[config.mk]
export PLATFORM = sky130hd
export DESIGN_NAME = bta_ctrl
export DESIGN_NICKNAME = d
export VERILOG_FILES = /design/src/rtl/bta_pkg.sv /design/src/rtl/bta_ctrl.sv
export SDC_FILE = /design/constraint.sdc
export NUM_CORES = 1
export LEC_CHECK = 0
export ABC_AREA = 0
export BUFFER_PORTS_ARGS = -buffer_cell sky130_fd_sc_hd__buf_4
export CAP_MARGIN = 20
export CORE_MARGIN = 2
export CORE_UTILIZATION = 40
export CTS_CLUSTER_SIZE = 25
export DETAILED_ROUTE_END_ITERATION = 10
export HOLD_SLACK_MARGIN = 0.06
export PLACE_DENSITY_LB_ADDON = 0.08
export RECOVER_POWER = 50
export SYNTH_ARGS = -nofsm -noshare
export SYNTH_HDL_FRONTEND = slang
export SYNTH_SLANG_ARGS = --single-unit
[constraint.sdc]
create_clock -name i_clk -period 1.7 [get_ports i_clk]
set_input_delay 0.085 -clock i_clk [delete_from_list [all_inputs] [get_ports i_clk]]
set_output_delay 0.085 -clock i_clk [all_outputs]
set_load 0.05 [all_outputs]
[src/rtl/bta_pkg.sv]
package bta_pkg;

    typedef struct packed {
        logic        req_type;
        logic [15:0] req_size;
        logic [15:0] free_addr;
    } t_req;

    typedef struct packed {
        logic [15:0] block_addr;
        logic [1:0]  status;
    } t_rsp;

    localparam logic REQ_ALLOC = 1'b0;
    localparam logic REQ_FREE  = 1'b1;

    localparam logic [1:0] ST_ALLOC = 2'd0;
    localparam logic [1:0] ST_FREED = 2'd1;
    localparam logic [1:0] ST_REJ   = 2'd2;
    localparam logic [1:0] ST_OOM   = 2'd3;

    // tag word address selects
    localparam logic [2:0] A_PM4  = 3'd0;  // p - 4        header
    localparam logic [2:0] A_PM8  = 3'd1;  // p - 8        previous footer
    localparam logic [2:0] A_PSM4 = 3'd2;  // p + sz - 4   next header
    localparam logic [2:0] A_PSM8 = 3'd3;  // p + sz - 8   footer
    localparam logic [2:0] A_PAM4 = 3'd4;  // p + asize - 4
    localparam logic [2:0] A_PAM8 = 3'd5;  // p + asize - 8
    localparam logic [2:0] A_INIT = 3'd6;

    // tag word data selects
    localparam logic [2:0] D_FREE = 3'd0;  // sz
    localparam logic [2:0] D_SZA  = 3'd1;  // sz | 1
    localparam logic [2:0] D_ASA  = 3'd2;  // asize | 1
    localparam logic [2:0] D_REM  = 3'd3;  // sz - asize
    localparam logic [2:0] D_ONE  = 3'd4;  // epilogue
    localparam logic [2:0] D_INIT = 3'd5;

    // datapath register operations
    localparam logic [3:0] OP_NONE  = 4'd0;
    localparam logic [3:0] OP_START = 4'd1;
    localparam logic [3:0] OP_SIZE  = 4'd2;
    localparam logic [3:0] OP_STEP  = 4'd3;
    localparam logic [3:0] OP_PREV  = 4'd4;
    localparam logic [3:0] OP_NEXT  = 4'd5;
    localparam logic [3:0] OP_MERGE = 4'd6;
    localparam logic [3:0] OP_NEED  = 4'd7;
    localparam logic [3:0] OP_GROW  = 4'd8;
    localparam logic [3:0] OP_BRK   = 4'd9;

    localparam int INIT_LAST = 4;

    typedef struct packed {
        logic       mem_rd;
        logic       mem_wr;
        logic [2:0] asel;
        logic [2:0] dsel;
        logic [2:0] init_idx;
        logic [3:0] op;
        logic       ld_out;
        logic [1:0] out_st;
    } t_cmd;

    typedef struct packed {
        logic req_type;
        logic req_zero;
        logic p_end;
        logic sz_small;
        logic rd_alloc;
        logic p_eq_fa;
        logic p_gt_fa;
        logic fits;
        logic oom;
        logic split;
        logic out_block;
    } t_sts;

endpackage

[src/rtl/bta_ctrl.sv]
module bta_ctrl (
    input  logic          i_clk,
    input  logic          i_rst_n,
    input  logic          i_in_valid,
    output logic          o_in_stall,
    input  bta_pkg::t_sts i_sts,
    output bta_pkg::t_cmd o_cmd
);
    import bta_pkg::*;

    localparam logic [4:0] S_INIT = 5'd0;
    localparam logic [4:0] S_IDLE = 5'd1;
    localparam logic [4:0] S_DISP = 5'd2;
    localparam logic [4:0] S_FHDR = 5'd3;
    localparam logic [4:0] S_FCHK = 5'd4;
    localparam logic [4:0] S_FT1  = 5'd5;
    localparam logic [4:0] S_FT2  = 5'd6;
    localparam logic [4:0] S_CR1  = 5'd7;
    localparam logic [4:0] S_CR2  = 5'd8;
    localparam logic [4:0] S_CR3  = 5'd9;
    localparam logic [4:0] S_CMB  = 5'd10;
    localparam logic [4:0] S_CW1  = 5'd11;
    localparam logic [4:0] S_CW2  = 5'd12;
    localparam logic [4:0] S_AHDR = 5'd13;
    localparam logic [4:0] S_ACHK = 5'd14;
    localparam logic [4:0] S_G1   = 5'd15;
    localparam logic [4:0] S_G2   = 5'd16;
    localparam logic [4:0] S_GW1  = 5'd17;
    localparam logic [4:0] S_GW2  = 5'd18;
    localparam logic [4:0] S_GW3  = 5'd19;
    localparam logic [4:0] S_OC1  = 5'd20;
    localparam logic [4:0] S_OC2  = 5'd21;
    localparam logic [4:0] S_OC3  = 5'd22;
    localparam logic [4:0] S_OC4  = 5'd23;
    localparam logic [4:0] S_FIN  = 5'd24;

    logic [4:0] r_state, n_state;
    logic [2:0] r_icnt, n_icnt;
    logic [1:0] r_res, n_res;

    always_ff @(posedge i_clk) begin
        if (!i_rst_n) begin
            r_state <= S_INIT;
            r_icnt  <= '0;
            r_res   <= ST_REJ;
        end else begin
            r_state <= n_state;
            r_icnt  <= n_icnt;
            r_res   <= n_res;
        end
    end

    assign o_in_stall = (r_state != S_IDLE);

    always_comb begin
        n_state = r_state;
        n_icnt  = r_icnt;
        n_res   = r_res;
        o_cmd   = '0;
        o_cmd.out_st = r_res;
        case (r_state)
            S_INIT: begin
                o_cmd.mem_wr   = 1'b1;
                o_cmd.asel     = A_INIT;
                o_cmd.dsel     = D_INIT;
                o_cmd.init_idx = r_icnt;
                if (r_icnt == 3'(INIT_LAST)) begin
                    n_state = S_IDLE;
                end else begin
                    n_icnt = r_icnt + 3'd1;
                end
            end
            S_IDLE: begin
                if (i_in_valid) begin
                    o_cmd.op = OP_START;
                    n_state  = S_DISP;
                end
            end
            S_DISP: begin
                if (i_sts.req_type == REQ_FREE) begin
                    n_state = S_FHDR;
                end else if (i_sts.req_zero) begin
                    n_res   = ST_REJ;
                    n_state = S_FIN;
                end else begin
                    n_state = S_AHDR;
                end
            end
            S_FHDR: begin
                if (i_sts.p_end) begin
                    n_res   = ST_REJ;
                    n_state = S_FIN;
                end else begin
                    o_cmd.mem_rd = 1'b1;
                    o_cmd.asel   = A_PM4;
                    n_state      = S_FCHK;
                end
            end
            S_FCHK: begin
                if (i_sts.sz_small || (i_sts.p_eq_fa && !i_sts.rd_alloc) ||
                    (!i_sts.p_eq_fa && i_sts.p_gt_fa)) begin
                    n_res   = ST_REJ;
                    n_state = S_FIN;
                end else if (i_sts.p_eq_fa) begin
                    o_cmd.op = OP_SIZE;
                    n_state  = S_FT1;
                end else begin
                    o_cmd.op = OP_STEP;
                    n_state  = S_FHDR;
                end
            end
            S_FT1: begin
                o_cmd.mem_wr = 1'b1;
                o_cmd.asel   = A_PM4;
                o_cmd.dsel   = D_FREE;
                n_state      = S_FT2;
            end
            S_FT2: begin
                o_cmd.mem_wr = 1'b1;
                o_cmd.asel   = A_PSM8;
                o_cmd.dsel   = D_FREE;
                n_state      = S_CR1;
            end
            S_CR1: begin
                o_cmd.mem_rd = 1'b1;
                o_cmd.asel   = A_PM8;
                n_state      = S_CR2;
            end
            S_CR2: begin
                o_cmd.op     = OP_PREV;
                o_cmd.mem_rd = 1'b1;
                o_cmd.asel   = A_PSM4;
                n_state      = S_CR3;
            end
            S_CR3: begin
                o_cmd.op = OP_NEXT;
                n_state  = S_CMB;
            end
            S_CMB: begin
                o_cmd.op = OP_MERGE;
                n_state  = S_CW1;
            end
            S_CW1: begin
                o_cmd.mem_wr = 1'b1;
                o_cmd.asel   = A_PM4;
                o_cmd.dsel   = D_FREE;
                n_state      = S_CW2;
            end
            S_CW2: begin
                o_cmd.mem_wr = 1'b1;
                o_cmd.asel   = A_PSM8;
                o_cmd.dsel   = D_FREE;
                if (i_sts.req_type == REQ_FREE) begin
                    n_res   = ST_FREED;
                    n_state = S_FIN;
                end else begin
                    n_state = S_OC1;
                end
            end
            S_AHDR: begin
                if (i_sts.p_end) begin
                    n_state = S_G1;
                end else begin
                    o_cmd.mem_rd = 1'b1;
                    o_cmd.asel   = A_PM4;
                    n_state      = S_ACHK;
                end
            end
            S_ACHK: begin
                if (i_sts.sz_small) begin
                    n_state = S_G1;
                end else if (!i_sts.rd_alloc && i_sts.fits) begin
                    o_cmd.op = OP_SIZE;
                    n_state  = S_OC1;
                end else begin
                    o_cmd.op = OP_STEP;
                    n_state  = S_AHDR;
                end
            end
            S_G1: begin
                o_cmd.op = OP_NEED;
                n_state  = S_G2;
            end
            S_G2: begin
                if (i_sts.oom) begin
                    n_res   = ST_OOM;
                    n_state = S_FIN;
                end else begin
                    o_cmd.op = OP_GROW;
                    n_state  = S_GW1;
                end
            end
            S_GW1: begin
                o_cmd.mem_wr = 1'b1;
                o_cmd.asel   = A_PM4;
                o_cmd.dsel   = D_FREE;
                n_state      = S_GW2;
            end
            S_GW2: begin
                o_cmd.mem_wr = 1'b1;
                o_cmd.asel   = A_PSM8;
                o_cmd.dsel   = D_FREE;
                n_state      = S_GW3;
            end
            S_GW3: begin
                o_cmd.mem_wr = 1'b1;
                o_cmd.asel   = A_PSM4;
                o_cmd.dsel   = D_ONE;
                o_cmd.op     = OP_BRK;
                n_state      = S_CR1;
            end
            S_OC1: begin
                o_cmd.mem_wr = 1'b1;
                o_cmd.asel   = A_PM4;
                o_cmd.dsel   = i_sts.split ? D_ASA : D_SZA;
                n_state      = S_OC2;
            end
            S_OC2: begin
                o_cmd.mem_wr = 1'b1;
                if (i_sts.split) begin
                    o_cmd.asel = A_PAM8;
                    o_cmd.dsel = D_ASA;
                    n_state    = S_OC3;
                end else begin
                    o_cmd.asel = A_PSM8;
                    o_cmd.dsel = D_SZA;
                    n_res      = ST_ALLOC;
                    n_state    = S_FIN;
                end
            end
            S_OC3: begin
                o_cmd.mem_wr = 1'b1;
                o_cmd.asel   = A_PAM4;
                o_cmd.dsel   = D_REM;
                n_state      = S_OC4;
            end
            S_OC4: begin
                o_cmd.mem_wr = 1'b1;
                o_cmd.asel   = A_PSM8;
                o_cmd.dsel   = D_REM;
                n_res        = ST_ALLOC;
                n_state      = S_FIN;
            end
            S_FIN: begin
                if (!i_sts.out_block) begin
                    o_cmd.ld_out = 1'b1;
                    n_state      = S_IDLE;
                end
            end
            default: n_state = S_IDLE;
        endcase
    end

endmodule

[Yosys cells after proc, flatten, opt, wreduce, memory -nomap -nowiden]
Index checks and enable logic that the tools add are counted.
Cells by class
  add/sub/neg operators: 1
  equality and inequality tests: 36
  mux-type cells: 40
  bitwise logic cells: 1
  reductions and logical operators: 19
Operators by type and width (number)
  $pmux W5 S24: 1
  $eq A5 B5 Y1 const B: 9
  $mux W5: 9
  $eq A5 B4 Y1 const B: 8
  $pmux W4 S9: 1
  $eq A5 B3 Y1 const B: 4
  $mux W2: 10
  $ne A2 B2 Y1 const B: 10
  $pmux W3 S6: 1
  $mux W4: 4
  $pmux W3 S5: 1
  $pmux W2 S7: 1
  $reduce_or A12 Y1: 1
  $eq A5 B2 Y1 const B: 2
  $reduce_or A2 Y1: 5
  $mux W1: 8
  $reduce_and A8 Y1: 1
  $reduce_bool A7 Y1: 1
  $mux W3: 2
  $mux W6: 1
  $eq A5 B1 Y1 const B: 1
  $logic_not A5 Y1: 1
  $ne A5 B1 Y1 const B: 1
  $reduce_or A4 Y1: 1
  other kinds (9): 13
Storage, ports and cells
  register bits: 10
  bits of input ports: 14
  output and inout port bits: 19
  logic and storage cells: 100

[Logic depth before layout (Yosys ltp)]
Gate-level depths: netlist (run 1).
  word-level depth: 6
  depth in mapped cells: 7
  gate-level depth less buffers: 6

[Worst setup path before layout (run 1)]
OpenSTA, ideal clock, no wires.
  kind: register to output
  from: register r_state[0]
  to: output o_cmd[2] (netlist bit)
  data arrival time: 2.390 ns
  required time: 1.615 ns
  setup slack: -0.775 ns
  stages on the path, launching flop included: 5
  buffers on the path: 3
  cell sequence: dfxtp_1 > buf_2 > buf_2 > buf_1 > nor4_1
RTL lines
  start: declaration: RTL line bta_ctrl.sv:37  | logic [4:0] r_state, n_state;
  start signal: assignment: RTL line bta_ctrl.sv:47  | r_state <= n_state;
  end: declaration: RTL line bta_ctrl.sv:7  | output bta_pkg::t_cmd o_cmd

[Worst setup path after layout (run 1)]
  from: register r_state[1]
  to: register r_res[1]
Between the ends
  cells in the longest elaborated chain, start to end: 3
  elaborated cells on any way between the ends: 17
  those cells by class: eq/ne (14); mux (1); reduce/logical (2)
RTL lines
  $eq A5 B5 Y1 (tied with other cells): RTL line bta_ctrl.sv:61  | case (r_state)
  $reduce_bool A7 Y1 (no line) or $ne A2 B2 Y1 (tied branches)
  $reduce_and A8 Y1 (no line)
  end signal: assignment: RTL line bta_ctrl.sv:49  | r_res <= n_res;
  end: declaration: RTL line bta_ctrl.sv:39  | logic [1:0] r_res, n_res;
Parallel ways exist; a longest one is shown, timed or not.
A chain may end at the register's enable or synchronous reset.

==> impl_metrics.json, run 1 <==
{
  "outcome": "complete, but fails checks",
  "violations": "setup timing",
  "hold_viol": 0,
  "holdPathStages": 2,
  "synth_area_leaders": "dfxtp_1 14%, a21oi_1 6.3%, nand2_1 5.5%, nor2_1 5.2%, nand2b_1 4.8%",
  "yosys_register_bits": 10,
  "clockBufferDepth": 2,
  "drive_gt1_share_pct": 55.6,
  "cp-end-kind": "flip-flop",
  "coreArea_sq_um": 3390,
  "avgSynthCellArea_sq_um": 6.78,
  "synthFlopType": "dfxtp_1",
  "path_class": "flip-flop to flip-flop",
  "gp_congestion": 0.959,
  "drc": 0,
  "dieArea_sq_um": 4070,
  "ctsHtreeMaxLevel": 1,
  "cts_tree": "yes",
  "maxSlewViolCount": 0,
  "synth-async-reset-ratio_pct": 0,
  "syn_nets": 227,
  "crit_chain": "buf_6 > buf_6 > nor4b_4 > and3b_1 > a211oi_2 > o311a_4 > mux2_4",
  "die_h_microns": 63.8,
  "start_util_pct": 42.2,
  "grt_max_degree": 24,
  "cp_top_family": "compound AO/OA/AOI/OAI gates",
  "first_global_vias": 2009,
  "ys_warn_count": 0,
  "synth.most_common_cell": "nand2_1",
  "antenna_found_initial": 0,
  "fillers": 208,
  "crit_cells": 7,
  "wl_microns": 6510,
  "relSlewSlack_pct": 58.4,
  "fin_util_pct": 78.6,
  "seq_area_sq_um": 219,
  "leakage_nw": 1.13,
  "tightest_slew_ns": 0.627,
  "cp.buffers_inverters": 2,
  "p_total_w": 0.00432,
  "p_switching_w": 0.00231,
  "cts-buffers-inserted": 3,
  "n_antenna_cell": 0,
  "finalNetCount": 322,
  "cts_sinks": 10,
  "peakVddDrop_uv": 1020,
  "io-pin-count": 33,
  "synth_top_family_by_area": "simple AND/OR/NAND/NOR gates",
  "root_buffer": "clkbuf_4",
  "yosysSeqAreaShare_pct": 14.0,
  "synth_compound_area_share_pct": 31.8,
  "finalSetupViolCount": 15,
  "num_rows": 21,
  "numPortBuffers": 32,
  "fin_skew_ns": 0.00131,
  "ant_nets": 0,
  "synth_edf_count": 0,
  "comb_power_share_pct": 85.7,
  "synth_common_cells": "21 x nand2_1, 20 x nor2_1, 18 x a21oi_1",
  "yosys.area.top_type": "dfxtp_1",
  "syn_to_final_growth_pct": 86.1,
  "critPathSlowestCell": "dfxtp_4",
  "synth_cell_types": 55,
  "avgViaCountPerCell": 6.09,
  "drt_iter0_markers": 222,
  "clkSlewWorstSetupHoldPaths_ns": 0.07,
  "fp.dieW_microns": 63.8,
  "synthCells": 211,
  "cp_max_fo": 3,
  "drv_cap": 0,
  "clkPwrFrac_pct": 4.1,
  "synthSimpleGateAreaFrac_pct": 38.7,
  "wl_per_cell_microns": 18.6,
  "dr.pass1.iters": 5,
  "vias": 2133,
  "period_needed_ns": 1.89,
  "synth.area.mux_share_pct": 1.84,
  "required_ns": 1.87,
  "syn_area_sq_um": 1430,
  "netlist.area_leader.share_pct": 14.0,
  "multi_input_area_sq_um": 1390,
  "finalCritPeriodShare_pct": 111,
  "worst_slack_ns": -0.186,
  "powerDensity_nw_per_um2": 1620,
  "rsz0062_at_grt": "yes",
  "max_freq_mhz": 530,
  "cp_slowest_stage_delay_ns": 0.36,
  "worstRegToRegCells": 7,
  "seq_power_share_pct": 10.2,
  "track_usage_pct": 29.6,
  "synth_adder_area_share_pct": 1.75,
  "netSwitchingFraction_pct": 53.5,
  "dpl.hpwl_microns": 4290,
  "cp.arrival_ns": 2.06,
  "grt_overflow_total": 0,
  "p_int_w": 0.00201,
  "hp-class": "input pin to flip-flop",
  "cp_common_cell": "buf_6",
  "clkLatencyLatePin_ns": 0.28,
  "synth-xor-area-share_pct": 1.84,
  "cts_hold_buf": 0,
  "cp-start-kind": "flip-flop",
  "grt_first_pass_wirelength_microns": 9570
}
==> cells by family after synthesis <==
group                      count (synthesis)
and+or+nand+nor                          100
AOI/OAI and AO/OA                         68
buffers and inverters                     26
DFF                                       10
xor gates and xnor gates                   3
muxes                                      2
adders and majority gates                  2
==> registers in the layout, indices dropped and copies added (netlist names) <==
name	flops
r_icnt	3
r_res	2
r_state	5
==> worst paths after layout <==
check / from / endpoint / slack (ns)
hold / removal: i_rst_n / r_state[1] / 0.09
setup / recovery: r_state[1] / r_res[1] / -0.19
hold reg to reg: r_icnt[1] / r_icnt[1] / 0.49
setup reg to reg: r_state[1] / r_res[1] / -0.19
==> cells in the final DEF (no fill, tap or decap), types with 3 or more instances in the layout <==
| cell | synthesis | routed |
|---|---|---|
| nand2_1 | 21 | 18 |
| dfxtp_1 | 10 | 5 |
| nor2b_1 | 8 | 3 |
| nand3_1 | 5 | 5 |
| buf_6 | 4 | 28 |
| or3_4 | 0 | 3 |
| a31oi_1 | 5 | 5 |
| a21oi_1 | 18 | 15 |
| nor2b_2 | 0 | 3 |
| xnor2_1 | 3 | 3 |
| nor2_1 | 20 | 16 |
| dfxtp_4 | 0 | 5 |
| o21ai_0 | 11 | 9 |
| clkbuf_4 | 0 | 3 |
| nor3_4 | 0 | 4 |
| nor3_1 | 9 | 5 |
| nand2b_1 | 11 | 9 |
| o21ai_2 | 0 | 6 |
| buf_4 | 0 | 76 |
| inv_1 | 6 | 6 |
| a21o_1 | 3 | 3 |
==> area by class of cell <==
type,count,share of cell area (%)
clock buffer,3,0.845
inverter,6,0.845
multi-input combinational,175,52.1
sequential,10,8.22
tap,46,2.16
timing repair buffer,110,35.8
==> power groups by stage <==
stage	Sequential (W)	Combinational [W]	Clock, W
finish	0.000440	0.00370	0.000177
global route	0.000444	0.00389	0.000190
CTS	0.000417	0.00336	0.000180
detailed placement	0.000397	0.00295	0
global placement	0.000392	0.00293	0
floorplan	0.000348	0.00202	0
==> per-stage QoR <==
step                hold slack (ns)  worst slack (ns)  cell area (sq um)  std cells  setup TNS, ns
global placement              0.378            -0.102               2090        323         -0.246
CTS                          0.0712            -0.122               2390        338         -0.892
global route                 0.0751            -0.203               2660        350          -1.73
detailed placement            0.377           -0.0915               2090        323         -0.225
floorplan                     0.216            -0.301               1510        211         -0.874
finish                       0.0885            -0.186               2660        350          -1.16
==> worst register-to-register path, stage by stage (launching register included) <==
cell      delay, ns
dfxtp_4        0.36
buf_6          0.12
buf_6          0.12
nor4b_4        0.13
and3b_1        0.20
a211oi_2       0.30
o311a_4        0.27
mux2_4         0.29
==> timing repair <==
action | in CTS | in global routing
resized for setup | 49 | 40
pin swaps | 14 | 19
buffers inserted | 12 | 11
setup endpoints to repair | 19 | 18
gates cloned | 0 | 1
==> per-layer routing <==
layer	vias to the layer above	GRT usage [%]	wire (microns)	share of wire (%)
li1	960	-	-	-
met1	1006	38.4	2610	40
met2	129	49.5	3050	47
met3	38	5.11	576	8.8
met4	0	9.24	272	4.2
met5	-	0	0	0
No activity file was read; power rests on OpenSTA's default activity.
==> run 2, diff against run 1 <==
- CELL_PAD_IN_SITES_DETAIL_PLACEMENT: default -> 2
- CELL_PAD_IN_SITES_GLOBAL_PLACEMENT: default -> 2
- CORE_UTILIZATION: 40 -> 26
==> run 2 against run 1 <==
Effect of this change:
- the run still ends with setup timing left
- sequential power decreased by 2%
- combinational power rose by 14%
- critical path depth down 2
- clock skew is 0.0037 ns higher
- flip-flop and latch count stayed put
- register-to-register slack better by 0.04 ns
- global-route usage up 2.2 points
- non-clock buffer count unchanged
- via count increased by 5.4%
- largest cell class unchanged
- power increased by 15%
- highest routed layer unchanged
- clock-buffer cell count rose by 1
==> impl_metrics.json, run 2 (synthesized netlist as in run 1, its figures left out) <==
{
  "cp-end-kind": "primary output",
  "clkPwrFrac_pct": 6.7,
  "leakage_nw": 1.16,
  "p_int_w": 0.00219,
  "violations": "setup timing",
  "post-place-ws_ns": -0.181,
  "io-pin-count": 33,
  "clkLatencyLatePin_ns": 0.25,
  "cp_slowest_stage_delay_ns": 0.39,
  "start_util_pct": 26.5,
  "grt_overflow_total": 0,
  "fillers": 574,
  "fp.dieW_microns": 78.2,
  "dr.pass1.iters": 4,
  "n_antenna_cell": 0,
  "setup-tns-final_ns": -1.73,
  "multi_input_area_sq_um": 1450,
  "wl_per_cell_microns": 28.9,
  "p_switching_w": 0.00277,
  "hp-start": "i_rst_n",
  "largest_register_ffs": 5,
  "largestRegisters": "r_state x5, r_icnt x3, r_res x2",
  "clkSlewWorstSetupHoldPaths_ns": 0.06,
  "avgViaCountPerCell": 5.96,
  "peakVddDrop_uv": 991,
  "hp-class": "input pin to flip-flop",
  "ant_nets": 0,
  "ctsHtreeMaxLevel": 1,
  "worstRegToRegCells": 6,
  "die_h_microns": 78.2,
  "netSwitchingFraction_pct": 55.8,
  "vias": 2248,
  "dieArea_sq_um": 6110,
  "worstHoldEndpoint": "r_state[1]",
  "required_ns": 1.62,
  "cp-start-kind": "flip-flop",
  "crit_chain": "buf_4 > or2_1 > buf_4 > nor3_4 > buf_6",
  "wl_microns": 10900,
  "rrSetupSlack_ns": -0.14,
  "clockBufferDepth": 2,
  "outcome": "complete, but fails checks",
  "period_needed_ns": 1.84,
  "drc": 0,
  "cp_common_cell": "buf_4",
  "cts_sinks": 10,
  "tightest_slew_ns": 0.600,
  "hold_viol": 0,
  "critPathSlowestCell": "dfxtp_4",
  "cp.arrival_ns": 1.76,
  "maxSlewViolCount": 0,
  "root_buffer": "clkbuf_8",
  "first_global_vias": 2437,
  "final_common_cell": "buf_4",
  "finalCritPeriodShare_pct": 109,
  "cp_max_fo": 11,
  "track_usage_pct": 31.7,
  "drt_iter0_markers": 120,
  "r2r_start": "r_state[2]",
  "syn_to_final_growth_pct": 96.0,
  "drive_gt1_share_pct": 59.0,
  "top_register": "r_state",
  "mostFrequentLayoutCells": "74 x buf_4, 29 x buf_6, 17 x nand2_1",
  "max_freq_mhz": 542,
  "comb_power_share_pct": 84.6,
  "worstReg2RegEnd": "r_res[1]",
  "path_class": "flip-flop to primary output",
  "cts-buffers-inserted": 3,
  "cp.buffers_inverters": 3,
  "antenna_found_initial": 0,
  "seq_power_share_pct": 8.7,
  "rsz0062_at_grt": "yes",
  "dpl.hpwl_microns": 6140,
  "num_rows": 27,
  "cts_tree": "yes",
  "relSlewSlack_pct": 60.2,
  "fin_skew_ns": 0.00505,
  "dp_cells": 345,
  "coreArea_sq_um": 5410,
  "grt_first_pass_wirelength_microns": 14600,
  "seq_area_sq_um": 219,
  "gp_congestion": 0.895,
  "holdPathStages": 2,
  "finalSetupViolCount": 20,
  "powerDensity_nw_per_um2": 1770,
  "grt_max_degree": 14,
  "worst_slack_ns": -0.145,
  "drv_cap": 0,
  "numPortBuffers": 32,
  "cp_top_family": "buffers and inverters",
  "finalNetCount": 322,
  "final_cells": 377
}
-- run 2: cell type report --
type,count,share of cell area (%)
multi-input cells,175,51.7
repair buffers,110,34.4
flip-flops and latches,10,7.81
well taps,72,3.21
clock buffers,4,1.96
inverters,6,0.937
-- run 2: what timing repair did --
| action | in CTS | in global routing |
|---|---|---|
| cloned | 1 | 0 |
| resized for setup | 68 | 39 |
| pin swaps | 13 | 17 |
| setup buffers | 18 | 10 |
| endpoints found under the setup margin | 22 | 24 |
| hold buffers | 0 | 0 |
-- run 2: per-layer routing --
layer / vias up / wire length (microns) / GRT usage [%]
li1: 957 / - / -
met1: 1156 / 4310 / 39.7
met2: 100 / 5660 / 57.2
met3: 35 / 472 / 2.99
met4: 0 / 467 / 10.0
met5: - / 0 / 0
-- run 2: worst reg2reg max path: cells and delay by family (launching register included) --
kind | cells | cell delay [ns]
buf+inv | 4 | 0.67
flops | 1 | 0.42
simple gates | 1 | 0.36
mux | 1 | 0.27
-- run 2: worst max-delay path by stage --
stage | start | slack [ns] | depth (start not counted) | to
floorplan | r_state[3] | -0.30 | 6 | o_cmd[17]
global placement | r_state[1] | -0.11 | 6 | r_res[1]
detailed placement | r_state[1] | -0.18 | 6 | r_res[1]
CTS | r_state[1] | -0.08 | 6 | o_cmd[7]
global route | r_state[2] | -0.21 | 6 | o_cmd[4]
finish | r_state[3] | -0.14 | 5 | o_cmd[7]
-- run 2: power groups by stage --
| stage | logic, W | clock network [W] | registers (W) |
|---|---|---|---|
| after floorplan | 0.00202 | 0 | 0.000348 |
| after global placement | 0.00309 | 0 | 0.000392 |
| after detailed placement | 0.00319 | 0 | 0.000405 |
| after CTS | 0.00369 | 0.000325 | 0.000433 |
| after global routing | 0.00435 | 0.000342 | 0.000436 |
| final | 0.00420 | 0.000331 | 0.000431 |
-- run 2: per-stage QoR --
stage          hold slack, ns  power, W  util (%)  cell area, sq um
2_1_floorplan           0.216   0.00237         -              1510
3_3_place_gp            0.382   0.00348      38.8              2100
3_5_place_dp            0.379   0.00359      38.8              2100
4_1_cts                 0.120   0.00444      47.9              2590
5_1_grt                 0.125   0.00513      51.9              2810
6_report                0.129   0.00496      51.9              2810
==> run 3, diff against run 2 <==
- CORE_MARGIN: 2 -> 3
==> run 3 against run 2 <==
Effect of this change:
- the run still ends with setup timing left
- clock power fell by 21%
- via count is 8.3% lower
- register-to-register slack improved by 0.03 ns
- setup slack lost 0.024 ns
- global-route usage is 4.0 points lower
- clock skew rose by 0.0019 ns
- clock-buffer cell count is 1 lower
==> impl_metrics.json, run 3 (synthesized netlist as in run 1, its figures left out) <==
{
  "ant_nets": 0,
  "root_buffer": "clkbuf_8",
  "grt_overflow_total": 0,
  "fillers": 579,
  "cts_hold_buf": 0,
  "final_cells": 357,
  "place_area_sq_um": 2090,
  "drc": 0,
  "leakage_nw": 1.05,
  "hold_viol": 0,
  "drv_cap": 0,
  "dr.pass1.iters": 4,
  "vias": 2061,
  "fin_skew_ns": 0.00694,
  "multi_input_area_sq_um": 1350,
  "drt_iter0_markers": 163,
  "clkSlewWorstSetupHoldPaths_ns": 0.05,
  "worstRegToRegCells": 6,
  "cp_common_cell": "buf_4",
  "cp_slowest_stage_delay_ns": 0.47,
  "crit_cells": 6,
  "dpl.hpwl_microns": 6030,
  "antenna_found_initial": 0,
  "required_ns": 1.62,
  "wl_microns": 9030,
  "finalSetupViolCount": 14,
  "n_antenna_cell": 0,
  "dp_cells": 342,
  "cts_sinks": 10,
  "finalNetCount": 305,
  "finalCritPeriodShare_pct": 110,
  "largestRegisters": "r_state x5, r_icnt x3, r_res x2",
  "maxSlewViolCount": 0,
  "period_needed_ns": 1.87,
  "cts-buffers-inserted": 3,
  "start_util_pct": 27.5,
  "drive_gt1_share_pct": 52.3,
  "seq_area_sq_um": 219,
  "relSlewSlack_pct": 59.8,
  "path_class": "flip-flop to primary output",
  "critPathSlowestCell": "dfxtp_4",
  "mostFrequentLayoutCells": "67 x buf_4, 22 x buf_6, 19 x nand2_1",
  "hp-class": "input pin to flip-flop",
  "grt_max_degree": 15,
  "syn_to_final_growth_pct": 75.7,
  "holdPathStages": 2,
  "tightest_slew_ns": 0.606,
  "wl_per_cell_microns": 25.3,
  "final_common_cell": "buf_4",
  "cts_tree": "yes",
  "peakVddDrop_uv": 818,
  "clockBufferDepth": 2,
  "cp-end-kind": "primary output",
  "p_total_w": 0.00445,
  "holdWs_ns": 0.107,
  "cp.arrival_ns": 1.78,
  "final_area_sq_um": 2510,
  "dieArea_sq_um": 6430,
  "powerDensity_nw_per_um2": 1770,
  "grt_first_pass_wirelength_microns": 13400,
  "io-pin-count": 33,
  "die_h_microns": 80.2,
  "fp.dieW_microns": 80.2,
  "max_freq_mhz": 535,
  "ctsHtreeMaxLevel": 1,
  "worst_slack_ns": -0.169,
  "cp-start-kind": "flip-flop",
  "first_global_vias": 2272,
  "cp_top_family": "compound AO/OA/AOI/OAI gates",
  "crit_chain": "buf_4 > buf_4 > a21oi_1 > a311oi_1 > a21o_1 > buf_6",
  "cp_max_fo": 12,
  "largest_register_ffs": 5,
  "gp_congestion": 0.923,
  "numPortBuffers": 32,
  "avgViaCountPerCell": 5.77,
  "track_usage_pct": 27.7,
  "coreArea_sq_um": 5200,
  "cp.buffers_inverters": 3,
  "clkLatencyLatePin_ns": 0.24,
  "top_register": "r_state",
  "num_rows": 26,
  "rsz0062_at_grt": "yes",
  "violations": "setup timing",
  "outcome": "complete, but fails checks"
}
## run 3: cell types whose count changed in the layout (fill, tap and decap cells not counted), sizes merged
cell	before	now
buf	106	91
bufbuf	1	0
clkbuf	7	5
## run 3: layout make-up
class	instances	area share, %
Clock buffer	3	1.64
Inverter	6	1.04
Multi-Input combinational cell	175	53.8
Sequential cell	10	8.71
Tap cell	70	3.48
Timing Repair Buffer	93	31.3
## run 3: layer usage
layer | vias up | wire length (microns) | global-route usage [%]
met5 | - | 0 | 0
met3 | 18 | 514 | 2.69
met4 | 0 | 226 | 5.24
met1 | 1046 | 3800 | 35.0
li1 | 920 | - | -
met2 | 77 | 4490 | 50.6
## run 3: final timing paths
check                  start          to  slack [ns]
setup / recovery  r_state[4]   o_cmd[13]       -0.17
hold / removal       i_rst_n  r_state[1]        0.11
setup reg to reg  r_state[4]    r_res[1]       -0.11
hold reg to reg    r_icnt[1]   r_icnt[1]        0.53
## run 3: timing repair
item	CTS	global route
endpoints found under the setup margin	24	21
pin swaps	5	5
resized for setup	56	21
buffers inserted	10	2
gates cloned	0	0
## run 3: report_power, final
part / total [W] / switching (W) / internal, W
sequential: 0.000465 / 0.000152 / 0.000313
combinational: 0.00373 / 0.00223 / 0.00150
clock: 0.000260 / 0.000104 / 0.000156
total: 0.00445 / 0.00248 / 0.00197
## run 3: stage by stage
step | setup WS (ns) | util [%] | setup TNS (ns)
after floorplan | -0.301 | - | -0.874
after global placement | -0.126 | 40.1 | -0.554
after detailed placement | -0.238 | 40.1 | -1.02
after CTS | -0.0667 | 46.3 | -0.368
after global routing | -0.193 | 48.3 | -1.93
final | -0.169 | 48.3 | -1.04
## run 3: worst register-to-register path, cell delays in order (launching register included)
cell and delay (ns):
dfxtp_4 0.47, buf_4 0.18, nor4b_4 0.05, and3b_1 0.18, a211oi_2 0.26, o311a_2 0.27, mux2_4 0.30
